### src/rtl/core/csv_field_tokenizer_defines.svh
// ----------------------------------------------------------------------------
// CSV field tokenizer assertion macros
// Concurrent assertion wrappers, empty when building for synthesis.
// ----------------------------------------------------------------------------
`ifndef CSV_FIELD_TOKENIZER_DEFINES_SVH
`define CSV_FIELD_TOKENIZER_DEFINES_SVH

`ifndef SYNTHESIS
// Checked outside reset only.
`define CSVFT_ASSERT(lbl, prop) \
  lbl: assert property (@(posedge clk) disable iff (rst) prop) \
    else $error("csvft assertion failed");
// Checked at every edge, reset included.
`define CSVFT_ASSERT_ALWAYS(lbl, prop) \
  lbl: assert property (@(posedge clk) prop) \
    else $error("csvft assertion failed");
`else
`define CSVFT_ASSERT(lbl, prop)
`define CSVFT_ASSERT_ALWAYS(lbl, prop)
`endif

`endif

### src/rtl/core/csvft_pkg.sv
// ----------------------------------------------------------------------------
// CSV field tokenizer package
// Character codes and the structs passed between the pipeline stages.
// ----------------------------------------------------------------------------
package csvft_pkg;

  localparam logic [7:0] CH_CR    = 8'd13;
  localparam logic [7:0] CH_LF    = 8'd10;
  localparam logic [7:0] CH_QUOTE = 8'd34;
  localparam logic [7:0] SEP_RESET = 8'd44;

  typedef struct packed {
    logic [7:0] data_byte;
    logic       end_of_input;
  } item_t;

  typedef struct packed {
    logic       has_byte;
    logic [7:0] out_byte;
    logic [7:0] field_index;
    logic       field_end;
    logic       line_end;
  } result_t;

endpackage

### src/rtl/core/csvft_if.sv
// ----------------------------------------------------------------------------
// CSV field tokenizer channels
// Valid/ready channels for input characters and for tokenizer results.
// ----------------------------------------------------------------------------
interface csvft_in_if;
  logic       valid;
  logic       ready;
  logic [7:0] data_byte;
  logic       end_of_input;

  modport source (output valid, output data_byte, output end_of_input, input ready);
  modport sink (input valid, input data_byte, input end_of_input, output ready);
endinterface

interface csvft_out_if;
  logic       valid;
  logic       ready;
  logic       has_byte;
  logic [7:0] out_byte;
  logic [7:0] field_index;
  logic       field_end;
  logic       line_end;

  modport source (output valid, output has_byte, output out_byte, output field_index,
                  output field_end, output line_end, input ready);
  modport sink (input valid, input has_byte, input out_byte, input field_index,
                input field_end, input line_end, output ready);
endinterface

### src/rtl/core/csvft_in_reg.sv
// ----------------------------------------------------------------------------
// CSV field tokenizer input register
// Holds one accepted character beat until the parser consumes it.
// ----------------------------------------------------------------------------
`include "csv_field_tokenizer_defines.svh"

module csvft_in_reg (
  input  logic               clk,
  input  logic               rst,
  csvft_in_if.sink           rx,
  input  logic               take,
  output logic               item_valid,
  output csvft_pkg::item_t   item
);
  import csvft_pkg::*;

  assign rx.ready = !item_valid || take;

  always_ff @(posedge clk) begin
    if (rst) begin
      item_valid <= 1'b0;
    end else if (rx.valid && rx.ready) begin
      item_valid <= 1'b1;
    end else if (take) begin
      item_valid <= 1'b0;
    end
  end

  always_ff @(posedge clk) begin
    if (rx.valid && rx.ready) begin
      item.data_byte    <= rx.data_byte;
      item.end_of_input <= rx.end_of_input;
    end
  end

  `CSVFT_ASSERT(a_take_needs_item, take |-> item_valid)
  `CSVFT_ASSERT(a_held_when_stalled, item_valid && !take |=> item_valid && $stable(item))
  `CSVFT_ASSERT_ALWAYS(a_empty_after_reset, rst |=> !item_valid)

endmodule

### src/rtl/core/csvft_parser.sv
// ----------------------------------------------------------------------------
// CSV field tokenizer parser
// Separator register, parse state and the per-character decision logic.
// ----------------------------------------------------------------------------
`include "csv_field_tokenizer_defines.svh"

module csvft_parser #(
  parameter int MAX_FIELDS = 256
) (
  input  logic               clk,
  input  logic               rst,
  input  logic               separator_we,
  input  logic [7:0]         separator_wdata,
  input  logic               item_valid,
  input  csvft_pkg::item_t   item,
  input  logic               out_free,
  output logic               take,
  output logic               res_valid,
  output csvft_pkg::result_t res
);
  import csvft_pkg::*;

  typedef enum logic [1:0] {
    MODE_START,
    MODE_PLAIN,
    MODE_QUOTED,
    MODE_QSEEN
  } mode_t;

  localparam logic [7:0] FieldTop = (MAX_FIELDS - 1 < 255) ? 8'(MAX_FIELDS - 1) : 8'd255;

  logic [7:0] separator;
  mode_t      parse_mode, parse_mode_next;
  logic       cr_pending, cr_pending_next;
  logic [7:0] field_number, field_number_next;
  logic       line_open, line_open_next;
  logic       is_cr, is_lf, is_quote, is_sep;

  assign is_cr    = item.data_byte == CH_CR;
  assign is_lf    = item.data_byte == CH_LF;
  assign is_quote = item.data_byte == CH_QUOTE;
  assign is_sep   = item.data_byte == separator;

  // An item with no result retires even while the output register is full.
  assign take = item_valid && (!res_valid || out_free);

  always_comb begin
    parse_mode_next   = parse_mode;
    cr_pending_next   = cr_pending;
    field_number_next = field_number;
    line_open_next    = line_open;
    res_valid         = 1'b0;
    res               = '0;
    res.field_index   = field_number;
    if (item_valid) begin
      cr_pending_next = 1'b0;
      if (item.end_of_input || ((is_cr || is_lf) && !(is_lf && cr_pending))) begin
        // Line close: reports only when the line saw any character.
        cr_pending_next   = !item.end_of_input && is_cr;
        res_valid         = line_open;
        res.field_end     = 1'b1;
        res.line_end      = 1'b1;
        line_open_next    = 1'b0;
        field_number_next = '0;
        parse_mode_next   = MODE_START;
      end else if (!is_lf) begin
        line_open_next = 1'b1;
        case (parse_mode)
          MODE_START, MODE_PLAIN, MODE_QSEEN: begin
            if (parse_mode == MODE_START && is_quote) begin
              parse_mode_next = MODE_QUOTED;
            end else if (parse_mode == MODE_QSEEN && is_quote) begin
              parse_mode_next = MODE_QUOTED;
              res_valid       = 1'b1;
              res.has_byte    = 1'b1;
              res.out_byte    = CH_QUOTE;
            end else if (is_sep) begin
              res_valid       = 1'b1;
              res.field_end   = 1'b1;
              parse_mode_next = MODE_START;
              if (field_number < FieldTop) begin
                field_number_next = field_number + 8'd1;
              end
            end else begin
              parse_mode_next = MODE_PLAIN;
              res_valid       = 1'b1;
              res.has_byte    = 1'b1;
              res.out_byte    = item.data_byte;
            end
          end
          MODE_QUOTED: begin
            if (is_quote) begin
              parse_mode_next = MODE_QSEEN;
            end else begin
              res_valid    = 1'b1;
              res.has_byte = 1'b1;
              res.out_byte = item.data_byte;
            end
          end
          default: begin
            parse_mode_next = MODE_START;
          end
        endcase
      end
    end
  end

  always_ff @(posedge clk) begin
    if (rst) begin
      separator    <= SEP_RESET;
      parse_mode   <= MODE_START;
      cr_pending   <= 1'b0;
      field_number <= '0;
      line_open    <= 1'b0;
    end else begin
      if (separator_we) begin
        separator <= separator_wdata;
      end
      if (take) begin
        parse_mode   <= parse_mode_next;
        cr_pending   <= cr_pending_next;
        field_number <= field_number_next;
        line_open    <= line_open_next;
      end
    end
  end

  `CSVFT_ASSERT(a_field_saturates, field_number <= FieldTop)
  `CSVFT_ASSERT(a_line_end_ends_field, res_valid && res.line_end |-> res.field_end)
  `CSVFT_ASSERT(a_no_byte_on_field_end, res_valid && res.field_end |-> !res.has_byte)

endmodule

### src/rtl/core/csvft_out_reg.sv
// ----------------------------------------------------------------------------
// CSV field tokenizer output register
// Registers one result beat and presents it on the output channel.
// ----------------------------------------------------------------------------
`include "csv_field_tokenizer_defines.svh"

module csvft_out_reg (
  input  logic               clk,
  input  logic               rst,
  input  logic               load,
  input  csvft_pkg::result_t res,
  output logic               out_free,
  csvft_out_if.source        tx
);
  import csvft_pkg::*;

  result_t held;

  assign out_free = !tx.valid || tx.ready;

  always_ff @(posedge clk) begin
    if (rst) begin
      tx.valid <= 1'b0;
    end else if (load) begin
      tx.valid <= 1'b1;
    end else if (tx.ready) begin
      tx.valid <= 1'b0;
    end
  end

  always_ff @(posedge clk) begin
    if (load) begin
      held <= res;
    end
  end

  assign tx.has_byte    = held.has_byte;
  assign tx.out_byte    = held.out_byte;
  assign tx.field_index = held.field_index;
  assign tx.field_end   = held.field_end;
  assign tx.line_end    = held.line_end;

  `CSVFT_ASSERT(a_load_only_when_free, load |-> out_free)
  `CSVFT_ASSERT(a_shown_after_load, load |=> tx.valid)
  `CSVFT_ASSERT_ALWAYS(a_idle_after_reset, rst |=> !tx.valid)

endmodule

### src/rtl/core/csv_field_tokenizer.sv
// ----------------------------------------------------------------------------
// CSV field tokenizer
// Splits a character stream into fields (comma-separated by default) and lines.
// ----------------------------------------------------------------------------
// Usage:
//   rx carries one character beat (data_byte, end_of_input); tx carries at most
//   one result beat per character: a content byte, a field end, or a field and
//   line end together. Opening quotes, quote pairs in progress, the LF of a
//   CR-LF pair and line breaks on an empty line produce no result beat.
//   separator_we/separator_wdata write the separator; write it only while idle.
//   A result beat reaches tx through the input register, then the parse logic
//   into the output register. Throughput: one character per cycle while tx
//   accepts results; the parse state update is a single registered step, so
//   back-to-back beats flow without bubbles.
//   When tx stalls, the input register holds one more character and rx.ready
//   drops only if that character would produce a result; beats with no result
//   keep draining. Reset empties both registers, restores the comma separator
//   and returns the parser to the start of a line at field zero.
// ----------------------------------------------------------------------------
module csv_field_tokenizer #(
  parameter int MAX_FIELDS = 256
) (
  input  logic        clk,
  input  logic        rst,
  input  logic        separator_we,
  input  logic [7:0]  separator_wdata,
  csvft_in_if.sink    rx,
  csvft_out_if.source tx
);
  import csvft_pkg::*;

  logic    item_valid;
  item_t   item;
  logic    take;
  logic    out_free;
  logic    res_valid;
  result_t res;

  csvft_in_reg u_in_reg (
    .clk        (clk),
    .rst        (rst),
    .rx         (rx),
    .take       (take),
    .item_valid (item_valid),
    .item       (item)
  );

  csvft_parser #(
    .MAX_FIELDS (MAX_FIELDS)
  ) u_parser (
    .clk             (clk),
    .rst             (rst),
    .separator_we    (separator_we),
    .separator_wdata (separator_wdata),
    .item_valid      (item_valid),
    .item            (item),
    .out_free        (out_free),
    .take            (take),
    .res_valid       (res_valid),
    .res             (res)
  );

  csvft_out_reg u_out_reg (
    .clk      (clk),
    .rst      (rst),
    .load     (take && res_valid),
    .res      (res),
    .out_free (out_free),
    .tx       (tx)
  );

endmodule
### src/flat_wrapper.sv
// flat-port wrapper written by rule: the top's interface ports become plain ports
module csv_field_tokenizer_flat import csvft_pkg::*;
#(
  parameter int MAX_FIELDS = 256
)
  (clk, rst, separator_we, separator_wdata, rx_valid, rx_data_byte, rx_end_of_input, rx_ready, tx_valid, tx_has_byte, tx_out_byte, tx_field_index, tx_field_end, tx_line_end, tx_ready);
  csvft_in_if rx_i ();
  csvft_out_if tx_i ();
  input  logic clk;
  input  logic rst;
  input  logic separator_we;
  input  logic [7:0] separator_wdata;
  input wire logic [$bits(rx_i.valid)-1:0] rx_valid;
  input wire logic [$bits(rx_i.data_byte)-1:0] rx_data_byte;
  input wire logic [$bits(rx_i.end_of_input)-1:0] rx_end_of_input;
  output wire logic [$bits(rx_i.ready)-1:0] rx_ready;
  output wire logic [$bits(tx_i.valid)-1:0] tx_valid;
  output wire logic [$bits(tx_i.has_byte)-1:0] tx_has_byte;
  output wire logic [$bits(tx_i.out_byte)-1:0] tx_out_byte;
  output wire logic [$bits(tx_i.field_index)-1:0] tx_field_index;
  output wire logic [$bits(tx_i.field_end)-1:0] tx_field_end;
  output wire logic [$bits(tx_i.line_end)-1:0] tx_line_end;
  input wire logic [$bits(tx_i.ready)-1:0] tx_ready;
  assign rx_i.valid = rx_valid;
  assign rx_i.data_byte = rx_data_byte;
  assign rx_i.end_of_input = rx_end_of_input;
  assign rx_ready = rx_i.ready;
  assign tx_valid = tx_i.valid;
  assign tx_has_byte = tx_i.has_byte;
  assign tx_out_byte = tx_i.out_byte;
  assign tx_field_index = tx_i.field_index;
  assign tx_field_end = tx_i.field_end;
  assign tx_line_end = tx_i.line_end;
  assign tx_i.ready = tx_ready;
  csv_field_tokenizer #(.MAX_FIELDS(MAX_FIELDS)) u_core (.clk(clk), .rst(rst), .separator_we(separator_we), .separator_wdata(separator_wdata), .rx(rx_i), .tx(tx_i));
endmodule
### config.mk
export PLATFORM = sky130hd
export DESIGN_NAME = csv_field_tokenizer_flat
export DESIGN_NICKNAME = d
export VERILOG_FILES = /design/src/rtl/core/csvft_pkg.sv /design/src/rtl/core/csvft_if.sv /design/src/rtl/core/csvft_in_reg.sv /design/src/rtl/core/csvft_parser.sv /design/src/rtl/core/csvft_out_reg.sv /design/src/rtl/core/csv_field_tokenizer.sv /design/src/flat_wrapper.sv
export VERILOG_INCLUDE_DIRS = /design/src /design/src/rtl/core
export SDC_FILE = /design/constraint.sdc
export NUM_CORES = 1
export LEC_CHECK = 0
export BUFFER_PORTS_ARGS = -buffer_cell sky130_fd_sc_hd__buf_4
export CAP_MARGIN = 30
export CORE_ASPECT_RATIO = 1.2
export CORE_MARGIN = 5
export CORE_UTILIZATION = 40
export CTS_CLUSTER_DIAMETER = 100
export DETAILED_ROUTE_END_ITERATION = 8
export PLACE_DENSITY = 0.62
export SETUP_SLACK_MARGIN = 0.5
export SLEW_MARGIN = 20
export SYNTH_ARGS = -nofsm -noshare
export SYNTH_HDL_FRONTEND = slang
export SYNTH_SLANG_ARGS = --single-unit
### constraint.sdc
create_clock -name clk -period 3.25 [get_ports clk]
set_input_delay 0.65 -clock clk [delete_from_list [all_inputs] [get_ports clk]]
set_output_delay 0.65 -clock clk [all_outputs]
set_load 0.03 [all_outputs]
Word level (Yosys, flattened, before mapping). Cells that the tools add are included.

Muxes and demuxes: 39. Add/subtract/negate cells: 1. Bitwise operators: 1. Magnitude comparators: 1. Reduce and logical (&&, ||, !) cells: 30. Equal/unequal tests: 11.

Operators by type and width (number): $mux 8 (7); $mux 9 (4); $mux 1 (20); $pmux 9 s2 (1); $eq 8x4->1 const B (2); $mux 2 (5); $reduce_bool 2->1 (5); $add 8x1->8 const B (1); $eq 8x6->1 const B (1); $eq 8x8->1 (1); $logic_and 1x1->1 (8); $lt 8x8->1 const B (1); $reduce_and 8->1 (1); $reduce_or 3->1 (2); $logic_not 1->1 (5); $logic_or 1x1->1 (5); $eq 2x2->1 const B (2); $ne 2x2->1 const B (2); $pmux 2 s2 (1); $reduce_and 4->1 (1); $ne 3x3->1 const B (1); $reduce_and 3->1 (1); $eq 2x1->1 const B (1); $logic_not 2->1 (1); other kinds (4) (4).

Output and inout bits: 21. Bits in registers: 50. Word-level logic and storage cells: 97.

Longest topological paths before layout. Gate-level depths: netlist of run 1.

Depth in word-level cells: 13. Gate-level depth with buffers: 7.

Hierarchy. From an unflattened synthesis of run 1, not the netlist that was laid out.

Cell total of the unflattened synthesis: 207. Area total of the unflattened synthesis: 2294.7 sq um.

Modules (own cells, without submodules): csvft_parser (cells each 169, area each 1346.3 sq um, times used 1); csvft_out_reg (cells each 23, area each 616.8 sq um, times used 1); csvft_in_reg (cells each 14, area each 325.3 sq um, times used 1); csv_field_tokenizer (cells each 1, area each 6.3 sq um, times used 1).

Least setup slack after synthesis of run 1. Ideal clock, no wire load.

Path kind: register to register. From: reg u_core.u_in_reg.item[1] (netlist name). To: reg u_core.u_out_reg.held, in the netlist u_core.u_out_reg.tx.field_end (enable). Required time: 2.855 ns. Library setup time: 0.395 ns. Slack: 0.354 ns. Cell stages (with the launch flop): 7. Arrival: 2.502 ns. Clock period less this slack: 2.896 ns. Path through: edfxtp_1 > or4b_1 > a211oi_2 > nor2_1 > mux2i_1 > nand2b_1 > nor2_1.

Cells in the longest elaborated chain, start to end: 11. Elaborated cells between the ends (all ways): 19. Those cells by class: eq/ne (3); mux (6); reduce/logical (10).

Ends and longest elaborated chain: $eq 8x6->1 / $eq 8x4->1 (equally long branches) (line csvft_parser.sv:41, csvft_parser.sv:40); $logic_and 1x1->1 (on tied branches) (line csvft_parser.sv:70, csvft_parser.sv:57); $mux 1 / $logic_not 1->1 (equally long branches) (line csvft_parser.sv:70, csvft_parser.sv:57); $pmux 1 s2 / $logic_and 1x1->1 (equally long branches) (line csvft_parser.sv:68, csvft_parser.sv:57); $mux 1 / $logic_or 1x1->1 (equally long branches) (line csvft_parser.sv:66, csvft_parser.sv:57); $mux 1 (*) (line csvft_parser.sv:57) `if (item.end_of_input || ((is_cr || is_lf) && !(is_lf && cr_pending))) begin`; $mux 1 (*) (line csvft_parser.sv:55) `if (item_valid) begin`; $logic_not 1->1 (line csvft_parser.sv:45) `assign take = item_valid && (!res_valid || out_free);`; $logic_or 1x1->1 (line csvft_parser.sv:45); $logic_and 1x1->1 (line csvft_parser.sv:45); $logic_and 1x1->1 (*) (line csv_field_tokenizer.sv:66) `.load (take && res_valid),`; named net u_core.u_out_reg.load (line csvft_out_reg.sv:10) `input logic load,`; to (signal assigned) (line csvft_out_reg.sv:33) `held <= res;`; to (decl) (line csvft_out_reg.sv:17) `result_t held;`.

Mark *: on every way through the listed nets, which the timed path passes. The rest lies on a longest branch. A chain may end at the register's enable or synchronous reset.

Worst setup path in the final report of run 1.
From: reg u_core.u_in_reg.item[8] (netlist name). To: out rx_ready.

Cells in the longest elaborated chain, start to end: 11. Elaborated cells between the ends (all ways): 19. Those cells by class: eq/ne (3); mux (6); reduce/logical (10).

Ends and longest elaborated chain: $eq 8x6->1 / $eq 8x4->1 (equally long branches) (line csvft_parser.sv:41, csvft_parser.sv:40); $logic_and 1x1->1 (on tied branches) (line csvft_parser.sv:70, csvft_parser.sv:57); $mux 1 / $logic_not 1->1 (equally long branches) (line csvft_parser.sv:70, csvft_parser.sv:57); $pmux 1 s2 / $logic_and 1x1->1 (equally long branches) (line csvft_parser.sv:68, csvft_parser.sv:57); $mux 1 / $logic_or 1x1->1 (equally long branches) (line csvft_parser.sv:66, csvft_parser.sv:57); $mux 1 (*) (line csvft_parser.sv:57); $mux 1 (*) (line csvft_parser.sv:55); $logic_not 1->1 (*) (line csvft_parser.sv:45); $logic_or 1x1->1 (*) (line csvft_parser.sv:45); $logic_and 1x1->1 (*) (line csvft_parser.sv:45); $logic_or 1x1->1 (*) (line csvft_in_reg.sv:17) `assign rx.ready = !item_valid || take;`; to (decl) (line flat_wrapper.sv:16) `output wire logic [$bits(rx_i.ready)-1:0] rx_ready;`.

Mark *: on every way between the ends. The rest lies on a longest branch, timed or not.

==> summary.txt, run 1 <==
Synthesis
  – EDFF count, synth: 28
  – Top post-synthesis cells by count: 28 x edfxtp_1, 22 x dfxtp_1, 16 x nor2_1
  – Cells after synthesis: slightly above 200
  – Top cells by area, synth: edfxtp_1 37%, dfxtp_1 20%, mux2i_1 3.1%
  – Post-synthesis sequential area ratio: 56.9%
  – Syn nets: 228
  – Top FF cell, synth: edfxtp_1
  – Synth Cell Area: 0.00225 mm^2
  – Count of state elements after synthesis: 50
  – Most frequent cell after synthesis: edfxtp_1
  – Ys async rst share: 0%
  – Cell variety after synth: 48
  – Share of the synthesized area in the top cell type: 37.4%
  – Cell taking the most area after synthesis: edfxtp_1
  – Syn. warnings: 0
  – Mean post-synth cell area: around 11 um^2

Clocking
  – Root Buffer: clkbuf_8
  – CTS tree: built
  – Total CTS buffers: 5
  – Clk pin slew, worst setup/hold paths: 0.09 ns
  – Clk buf depth: 2
  – Skew-Pair Late Insertion Delay: approximately 0.30 ns
  – H-tree depth: 2
  – CTS sink cnt: 50

Timing
  – Slew margin rel.: 59.5%
  – Max Fclk: approximately 360 MHz
  – Final slew viol count: 0
  – Worst-Margin Slew: a little over 0.6 ns
  – Final setup margin: 0.486 ns
  – Setup TNS: 0 ns
  – Hold Fails Final Rpt: 0
  – Setup Viol. Count Final: 0
  – Unrepaired setup endpoints after global routing: true
  – Layout Skew: 0.00752 ns
  – Final min period: around 2.8 ns
  – Period utilisation layout: 85.1%

Worst setup path
  – Slowest stage delay, CP: 0.45 ns
  – CP max FO: 4
  – Critical-path top delay cell: or3_1
  – Critical path cell sequence: or3_1, a211oi_2, nor2_2, mux2i_1, nand3b_1, buf_6
  – Worst path required time: 2.60 ns
  – Kind of critical path: reg -> out
  – CP startpoint kind: flop
  – CP arrival: 2.11 ns
  – Worst setup EP type: primary output

Global route
  – GRT Overall Usage: 13.3%
  – Antenna violations before repair: 0
  – Number of global-route vias before repair: 1658
  – Largest net degree at the start of global routing: 20
  – First-pass GRT wire length: ~7500 um
  – Overflow after GRT: 0

Finish
  – Fill count: 543
  – Diode count: 0
  – Layout area overhead: 24.6%
  – Register area: 0.00128 mm^2
  – Final nets: 282
  – Fraction of layout cells with a size suffix above 1: 26.5%
  – Multi-input gate area: 946 um^2

Power
  – PwrDens: 429 mW/mm^2
  – Peak supply drop: 0.236 mV
  – Leak Pwr: 1.05 nW

Routing
  – Post-DR vias/cell: 5.31
  – ANT nets after route: 0
  – Drc violations: 0
  – Vias after detailed routing: 1719
  – DR WL/cell: 14.3 um
  – WL final: 4640 um
  – DRT iter0 DRCs: ~140
  – 1st-pass router iterations: 4

Die
  – Die Wd: 78.5 um
  – Core box area: between 0.005 and 0.006 mm^2
  – Cell Rows: 30
  – DIE AREA: 0.00723 mm^2
  – Die height: 92.2 um
  – Ports: 43
  – Starting Density: 40.5%

Min path
  – Worst Hold Class: reg -> reg

Outcome
  – Outcome: complete, no violations

Flow run
  – Maxcap violations: 0

Placement
  – Port Buf Inserts: 42
  – Pre-CTS setup slack: between 0.5 and 0.6 ns
  – Final Wtd Congestion: 0.811
  – Detailed Place HPWL: between 3000 and 4000 um
==> cells by family (layout without fill, tap and decap cells) <==
kind of cell	count (synthesis)	count (layout)	share of synthesized area, %
flip-flops	50	50	56.9
AND/OR/NAND/NOR	87	87	21.8
adder cells (fa/ha/maj)	1	1	0.556
XOR/XNOR	8	8	3.11
buffers and inverters	10	65	1.72
AO/OA/AOI/OAI	41	41	12.2
multiplexers	8	8	3.61
==> critical path: cells and delay by family (launching register included) <==
kind            cells  cell delay [ns]
flops               1             0.44
mux                 1             0.13
compound gates      1             0.29
buf+inv             1             0.17
simple gates        3             0.78
==> final cells by class <==
type / count / share of cell area [%]
well taps: 64 / 2.86
multi-input cells: 145 / 33.7
inverters: 7 / 0.937
clock inverters: 1 / 0.178
repair buffers: 50 / 13.5
flip-flops and latches: 50 / 45.7
clock buffers: 7 / 3.08
==> path summary, 6_finish.rpt <==
| kind | start | end | slack, ns | depth (start not counted) |
|---|---|---|---|---|
| setup / recovery | u_core.u_in_reg.item[8] | rx_ready | 0.49 | 6 |
| hold / removal | u_core.u_parser.cr_pending | u_core.u_parser.cr_pending | 0.47 | 2 |
| setup reg to reg | u_core.u_in_reg.item[4] | u_core.u_parser.field_number[3] | 0.76 | 6 |
| hold reg to reg | u_core.u_parser.cr_pending | u_core.u_parser.cr_pending | 0.47 | 2 |
==> per-stage QoR <==
stage / hold WS [ns] / area (um^2) / total power [mW] / std cells / util (%)
floorplan: 0.435 / 2250 / 0.797 / 205 / -
global placement: 0.458 / 2640 / 0.848 / 309 / 47.6
detailed placement: 0.461 / 2640 / 0.849 / 309 / 47.6
CTS: 0.474 / 2790 / 1.22 / 323 / 50.2
global route: 0.505 / 2800 / 1.26 / 324 / 50.5
finish: 0.475 / 2800 / 1.20 / 324 / 50.5
==> sequential cells by signal, indices dropped and copies added (netlist names), 2 cells and up <==
| register | flops |
|---|---|
| u_core.u_parser.field_number | 8 |
| u_core.u_out_reg.tx.field_index | 8 |
| u_core.u_out_reg.tx.out_byte | 8 |
| u_core.u_parser.parse_mode | 2 |
| u_core.u_in_reg.item | 9 |
| u_core.u_parser.separator | 8 |
==> power breakdown <==
| group | switching (mW) | leakage, nW | internal [mW] | total, mW |
|---|---|---|---|---|
| logic | 0.0693 | 0.565 | 0.0602 | 0.130 |
| clock network | 0.193 | 0.0482 | 0.172 | 0.365 |
| registers | 0.0180 | 0.437 | 0.692 | 0.710 |
| total | 0.280 | 1.05 | 0.924 | 1.20 |
==> timing repair <==
| item | CTS | global route |
|---|---|---|
| endpoints found under the setup margin | 1 | 2 |
| resized for setup | 3 | 1 |
| setup buffers | 6 | 1 |
| hold buffers | 0 | 0 |
| pin swaps | 3 | 1 |
==> placed cells by master, fill, tap and decap left out, types with 8 or more instances in the layout <==
| master | instances |
|---|---|
| o21ai_0 | 8 |
| nor2_1 | 14 |
| nand2_1 | 11 |
| a21oi_1 | 11 |
| dfxtp_1 | 22 |
| xor2_1 | 8 |
| buf_4 | 49 |
| nand3_1 | 13 |
| edfxtp_1 | 28 |
| nor2b_1 | 8 |
| and2_1 | 8 |
==> routing by layer <==
layer	wire length (um)	global-route usage, %	up-vias
li1	-	-	866
met4	109	6.85	0
met1	1990	15.5	800
met2	2350	22.8	43
met5	0	0	-
met3	194	2.65	10
Power figures use the tool's default switching activity.
==> run 2, diff against run 1 <==
--- a/config.mk
+++ b/config.mk
@@ -6,6 +6,7 @@
 export SDC_FILE = /design/constraint.sdc
 export NUM_CORES = 1
 export LEC_CHECK = 0
+export ABC_AREA = 1
 export BUFFER_PORTS_ARGS = -buffer_cell sky130_fd_sc_hd__buf_4
 export CAP_MARGIN = 30
 export CORE_ASPECT_RATIO = 1.2
@@ -13,6 +14,7 @@
 export CORE_UTILIZATION = 40
 export CTS_CLUSTER_DIAMETER = 100
 export DETAILED_ROUTE_END_ITERATION = 8
+export HOLD_SLACK_MARGIN = 0.12
 export PLACE_DENSITY = 0.62
 export SETUP_SLACK_MARGIN = 0.5
 export SLEW_MARGIN = 20
==> summary.txt, run 2 <==
Outcome
  – Outcome: complete, no violations

Routing
  – Drc violations: 0 (unchanged)
  – ANT nets after route: 0 (unchanged)
  – Post-DR vias/cell: 4.73 (-11%)
  – DRT iter0 DRCs: 71 (-47%)
  – 1st-pass router iterations: 4 (unchanged)
  – DR WL/cell: 11.8 um (-18%)
  – WL final: 4640 um (-0.15%)
  – Vias after detailed routing: 1859 (+8.1%)

Synthesis
  – Syn. warnings: 0 (unchanged)
  – Top post-synthesis cells by count: 45 x nand2_1, 44 x nor2_1, 28 x edfxtp_1
  – Top FF cell, synth: edfxtp_1
  – Cells after synthesis: 264 (+29%)
  – Syn nets: 287 (+26%)
  – Count of state elements after synthesis: 50 (unchanged)
  – Cell taking the most area after synthesis: edfxtp_1
  – Post-synthesis sequential area ratio: 54.9% (-2.0 points)
  – Mean post-synth cell area: 8.84 um^2 (-19%)
  – Most frequent cell after synthesis: nand2_1
  – EDFF count, synth: 28 (unchanged)
  – Share of the synthesized area in the top cell type: 36.0% (-1.3 points)
  – Cell variety after synth: 30 (-38%)
  – Top cells by area, synth: edfxtp_1 36%, dfxtp_1 19%, nand2_1 7.2%
  – Ys async rst share: 0% (unchanged)
  – Synth Cell Area: 0.00233 mm^2 (+3.7%)

Placement
  – Detailed Place HPWL: 3610 um (+5.7%)
  – Port Buf Inserts: 42 (unchanged)
  – Final Wtd Congestion: 0.919 (+13%)

Finish
  – Register area: 0.00128 mm^2 (unchanged)
  – Final nets: 335 (+19%)
  – Largest register FFs: 9 (unchanged)
  – Fill count: 544 (+0.18%)
  – Top reg by flops: u_core.u_in_reg.item
  – Most frequent cells in the layout: 46 x buf_4, 45 x nand2_1, 44 x nor2_1
  – Diode count: 0 (unchanged)
  – Layout area overhead: 21.7%
  – Fraction of layout cells with a size suffix above 1: 23.3% (-3.2 points)
  – Multi-input gate area: 917 um^2 (-3.0%)
  – Most common cell after layout, fill and taps aside: buf_4

Timing
  – Period utilisation layout: 78.7% (-6.3 points)
  – Worst-Margin Slew: 0.513 ns (-0.0911 ns)
  – Max Fclk: 391 MHz (+8.0%)
  – Setup TNS: 0 ns (unchanged)
  – Slew margin rel.: 65.7% (+6.2 points)
  – Final min period: 2.56 ns (-0.205 ns)
  – Layout Skew: 0.00952 ns (+0.00200 ns)
  – Final slew viol count: 0 (unchanged)
  – Hold Fails Final Rpt: 0 (unchanged)
  – Unrepaired setup endpoints after global routing: false
  – Setup Viol. Count Final: 0 (unchanged)

Worst setup path
  – Worst setup EP type: primary output
  – CP arrival: 1.91 ns (-0.20 ns)
  – CP startpoint kind: flop
  – CP max FO: 10 (+6)
  – Kind of critical path: reg -> out
  – Worst path required time: 2.60 ns (about the same)

Global route
  – First-pass GRT wire length: 7840 um (+4.0%)
  – GRT Overall Usage: 13.2% (-0.065 points)
  – Antenna violations before repair: 0 (unchanged)
  – Largest net degree at the start of global routing: 21 (+5.0%)
  – Number of global-route vias before repair: 1779 (+7.3%)
  – Overflow after GRT: 0 (unchanged)

Die
  – Die height: 93.7 um (+1.6%)
  – Ports: 43 (unchanged)
  – Die Wd: 79.7 um (+1.6%)
  – Core box area: 0.00567 mm^2 (+2.0%)
  – Starting Density: 41.2% (+0.67 points)
  – Cell Rows: 30 (unchanged)
  – DIE AREA: 0.00747 mm^2 (+3.3%)

Clocking
  – PostCTS Resize Cnt: 0 (-3)
  – Clk pin slew, worst setup/hold paths: 0.09 ns (about the same)
  – Skew-Pair Late Insertion Delay: 0.30 ns (about the same)
  – Hold-fix buffers at CTS: 0 (unchanged)
  – Root Buffer: clkbuf_8
  – CTS sink cnt: 50 (unchanged)
  – Total CTS buffers: 5 (unchanged)
  – CTS tree: built
  – Post-CTS Setup Bufs: 0 (-6)
  – H-tree depth: 2 (unchanged)
  – Clk buf depth: 2 (unchanged)

Power
  – PwrDens: 430 mW/mm^2 (about the same)
  – Leak Pwr: 1.19 nW (+13%)
  – PnR Total Power: 1.22 mW (+1.4%)
  – Peak supply drop: 0.198 mV (-16%)

Flow run
  – Maxcap violations: 0 (unchanged)

Min path
  – Worst Hold Class: reg -> reg
[run 2: changes by cell type after synthesis, sizes merged, moves of 7 or more]
cell   change
nor3       +8
o21ai      +9
inv       +24
nand4      +8
nand2     +40
xor2       -7
nor2b      -8
and2       -8
nor2      +31
mux2i      -7
[run 2: cell families after synthesis]
| group | synth area share (%) |
|---|---|
| adders and majority gates | 0.536 |
| xor gates and xnor gates | 1.88 |
| AOI/OAI and AO/OA | 8.31 |
| DFF | 54.9 |
| and+or+nand+nor | 28.6 |
| buffers and inverters | 5.84 |
[run 2: per-layer routing]
layer	up-vias	global-route usage [%]	wire (um)
met4	0	3.52	63
li1	973	-	-
met3	6	3.36	263
met1	829	15.1	1950
met5	-	0	0
met2	51	24.1	2360
[run 2: stage by stage]
| stage | instances | area (um^2) | worst slack [ns] | hold WS, ns | utilization (%) |
|---|---|---|---|---|---|
| after floorplan | 264 | 2330 | 0.858 | 0.441 | - |
| after global placement | 382 | 2740 | 1.02 | 0.454 | 48.3 |
| after detailed placement | 382 | 2740 | 0.940 | 0.454 | 48.3 |
| after CTS | 390 | 2820 | 0.604 | 0.466 | 49.7 |
| after global routing | 393 | 2840 | 0.518 | 0.500 | 50.1 |
| final | 393 | 2840 | 0.691 | 0.471 | 50.1 |
[run 2: worst max-delay path, cell delays in order (launching register included)]
cell and delay, ns:
edfxtp_1 0.47, inv_2 0.11, nand2_1 0.08, nor2_1 0.20, nand3_1 0.21, nand2_2 0.14, nand2_2 0.09, nand3_4 0.13
buf_4 0.19
[run 2: final timing paths]
path / start / endpoint / slack, ns / cells past startpoint
worst max-delay path: u_core.u_in_reg.item[4] / rx_ready / 0.69 / 8
worst max register to register: u_core.u_in_reg.item[4] / u_core.u_in_reg.item[5] / 1.10 / 9
worst min register to register: u_core.u_parser.cr_pending / u_core.u_parser.cr_pending / 0.47 / 2
worst min-delay path: u_core.u_parser.cr_pending / u_core.u_parser.cr_pending / 0.47 / 2
[run 2: final cells by class]
| type | count | share of cell area (%) |
|---|---|---|
| Sequential cell | 50 | 45.1 |
| Multi-Input combinational cell | 178 | 32.3 |
| Timing Repair Buffer | 46 | 12.2 |
| Inverter | 31 | 4.10 |
| Tap cell | 80 | 3.52 |
| Clock buffer | 6 | 2.55 |
| Clock inverter | 2 | 0.308 |
[run 2: report_power, final]
part | internal [mW] | total, mW | switching, mW | leakage, nW
combinational | 0.0648 | 0.162 | 0.0968 | 0.696
clock | 0.148 | 0.335 | 0.187 | 0.0426
sequential | 0.703 | 0.724 | 0.0216 | 0.450
==> run 3, diff against run 2 <==
==> constraint.sdc (replaced) <==
create_clock -name clk -period 2.5 [get_ports clk]
set_input_delay 0.5 -clock clk [delete_from_list [all_inputs] [get_ports clk]]
set_output_delay 0.5 -clock clk [all_outputs]
set_load 0.03 [all_outputs]
==> summary.txt, run 3 (synthesis gave the netlist of run 2 again) <==
Timing
  – Slew margin rel.: 69.7% (+4.0 points)
  – Setup Viol. Count Final: 0 (unchanged)
  – Unrepaired setup endpoints after global routing: true
  – Max Fclk: 467 MHz
  – Layout Skew: 0.00778 ns (-0.00174 ns)
  – Final slew viol count: 0 (unchanged)
  – Final min period: 2.14 ns
  – Period utilisation layout: 85.7%
  – Setup TNS: 0 ns (unchanged)
  – Hold Fails Final Rpt: 0 (unchanged)
  – Worst-Margin Slew: 0.453 ns (-0.0603 ns)

Power
  – Leak Pwr: 1.28 nW (+7.5%)
  – Share of power burned in registers: 57.3% (-2.0 points)
  – Cell-internal power: 1.21 mW (+32%)
  – Peak supply drop: 0.243 mV (+23%)
  – Part of the power in combinational logic: 15.3% (+2.1 points)
  – Clock power share: 27.4% (about the same)
  – PwrDens: 529 mW/mm^2 (+23%)
  – P_sw: 0.428 mW (+40%)
  – Switching fraction of total power: 26.2% (+1.1 points)

Finish
  – Largest register FFs: 9 (unchanged)
  – Multi-input gate area: 0.00103 mm^2 (+12%)
  – Most common cell after layout, fill and taps aside: buf_4
  – Register area: 0.00128 mm^2 (unchanged)
  – Fraction of layout cells with a size suffix above 1: 33.4% (+10 points)
  – Most frequent cells in the layout: 60 x buf_4, 41 x nand2_1, 38 x nor2_1
  – Diode count: 0 (unchanged)
  – Layout area overhead: 32.6%
  – Top reg by flops: u_core.u_in_reg.item
  – Non-Filler Instances: 409 (+4.1%)
  – Fill count: 494 (-9.2%)
  – Final nets: 352 (+5.1%)

Worst setup path
  – Kind of critical path: reg -> out
  – Critical-path top delay cell: edfxtp_1
  – CP startpoint kind: flop
  – Critical path cell sequence: inv_2, nand2_2, nor2_4, buf_4, nand3_4, nand2_4, nand2_4, nand3_4, buf_6
  – Worst path required time: 2.00 ns (-0.60 ns)
  – Crit path capture: rx_ready
  – R2R Setup Slk: 0.49 ns (-0.61 ns)
  – CP max FO: 4 (-6)
  – Worst setup EP type: primary output
  – RR Endpoint: u_core.u_parser.field_number[7]
  – Worst R2R Start: u_core.u_in_reg.item[1]
  – CP arrival: 1.64 ns (-0.27 ns)
  – Crit path depth: 9 (+1)
  – R2R cell count: 13 (+4)
  – Setup crit start: u_core.u_in_reg.item[1]
  – Worst path top cell family by delay: simple AND/OR/NAND/NOR gates
  – Critical path buffers and inverters: 3 (+1)
  – Slowest stage delay, CP: 0.44 ns (-0.03 ns)

Global route
  – Largest net degree at the start of global routing: 21 (unchanged)
  – Antenna violations before repair: 0 (unchanged)
  – GRT Overall Usage: 14.1% (+0.90 points)
  – Overflow after GRT: 0 (unchanged)
  – First-pass GRT wire length: 8150 um (+4.0%)
  – Number of global-route vias before repair: 1796 (+0.96%)

Routing
  – 1st-pass router iterations: 4 (unchanged)
  – Drc violations: 0 (unchanged)
  – Post-DR vias/cell: 4.80 (+1.4%)
  – DR WL/cell: 12.5 um (+5.7%)
  – Vias after detailed routing: 1962 (+5.5%)
  – ANT nets after route: 0 (unchanged)
  – DRT iter0 DRCs: 99 (+39%)
  – WL final: 5100 um (+10%)

Die
  – DIE AREA: 0.00747 mm^2 (unchanged)
  – Ports: 43 (unchanged)
  – Die Wd: 79.7 um (unchanged)
  – Core box area: 0.00567 mm^2 (unchanged)
  – Starting Density: 41.2% (unchanged)
  – Die height: 93.7 um (unchanged)
  – Cell Rows: 30 (unchanged)

Placement
  – Placed Cells: 383 (+0.26%)
  – Detailed Place HPWL: 3650 um (+1.1%)
  – Final Wtd Congestion: 0.965 (+5.0%)
  – Port Buf Inserts: 42 (unchanged)

Clocking
  – Clk pin slew, worst setup/hold paths: 0.09 ns (about the same)
  – Root Buffer: clkbuf_8
  – CTS sink cnt: 50 (unchanged)
  – H-tree depth: 2 (unchanged)
  – CTS tree: built
  – Skew-Pair Late Insertion Delay: 0.31 ns (about the same)
  – Total CTS buffers: 5 (unchanged)
  – Clk buf depth: 2 (unchanged)

Outcome
  – Outcome: complete, no violations

Flow run
  – Maxcap violations: 0 (unchanged)

Min path
  – Worst Hold Class: in -> reg
[run 3: cell count changes in the layout (fill, tap and decap cells not counted), sizes merged]
cell / previous run / this run
buf: 46 / 62
clkinvlp: 0 / 3
clkbuf: 6 / 5
clkinv: 2 / 0
[run 3: repair_timing]
item | CTS | global route
setup buffers | 17 | 1
setup endpoints to repair | 29 | 27
cloned | 0 | 1
resized for setup | 13 | 25
hold buffers | 0 | 0
pin swaps | 8 | 6
[run 3: layout make-up]
| class | count | share of cell area, % |
|---|---|---|
| tap | 80 | 3.23 |
| timing repair inverter | 1 | 0.243 |
| clock inverter | 2 | 0.485 |
| sequential | 50 | 41.4 |
| clock buffer | 5 | 2.22 |
| inverter | 31 | 3.84 |
| timing repair buffer | 62 | 15.4 |
| multi-input combinational | 178 | 33.2 |
[run 3: per-layer routing]
| metal | part of all wire (%) | vias to the layer above | global-route usage (%) |
|---|---|---|---|
| met4 | 3.0 | 0 | 6.76 |
| li1 | - | 1015 | - |
| met5 | 0 | - | 0 |
| met3 | 4.2 | 13 | 2.88 |
| met2 | 54 | 54 | 25.1 |
| met1 | 39 | 880 | 15.9 |
[run 3: through the flow]
step / setup WS, ns / total power [mW] / instance area [um^2] / hold slack [ns] / util, %
2_1_floorplan: 0.633 / 1.09 / 2340 / 0.441 / -
3_3_place_gp: 0.360 / 1.17 / 2750 / 0.454 / 48.6
3_5_place_dp: 0.337 / 1.17 / 2750 / 0.456 / 48.6
4_1_cts: 0.378 / 1.63 / 3000 / 0.364 / 52.9
5_1_grt: 0.260 / 1.71 / 3100 / 0.358 / 54.6
6_report: 0.357 / 1.64 / 3100 / 0.367 / 54.6
[run 3: worst min-delay path by stage]
stage | start | to | slack, ns | cells past startpoint
floorplan | u_core.u_parser.line_open | u_core.u_parser.line_open | 0.44 | 2
global placement | u_core.u_parser.line_open | u_core.u_parser.line_open | 0.45 | 2
detailed placement | u_core.u_parser.line_open | u_core.u_parser.line_open | 0.46 | 2
CTS | rx_data_byte[6] | u_core.u_in_reg.item[7] | 0.36 | 1
global route | rx_data_byte[2] | u_core.u_in_reg.item[3] | 0.36 | 1
finish | rx_data_byte[6] | u_core.u_in_reg.item[7] | 0.37 | 1
[run 3: power by group through the flow]
stage          Clock (mW)  Sequential, mW  Combinational (mW)
3_5_place_dp            0           0.958               0.213
3_3_place_gp            0           0.957               0.212
2_1_floorplan           0           0.986               0.107
6_report            0.448           0.938               0.251
4_1_cts             0.456           0.938               0.238
5_1_grt             0.493           0.942               0.275
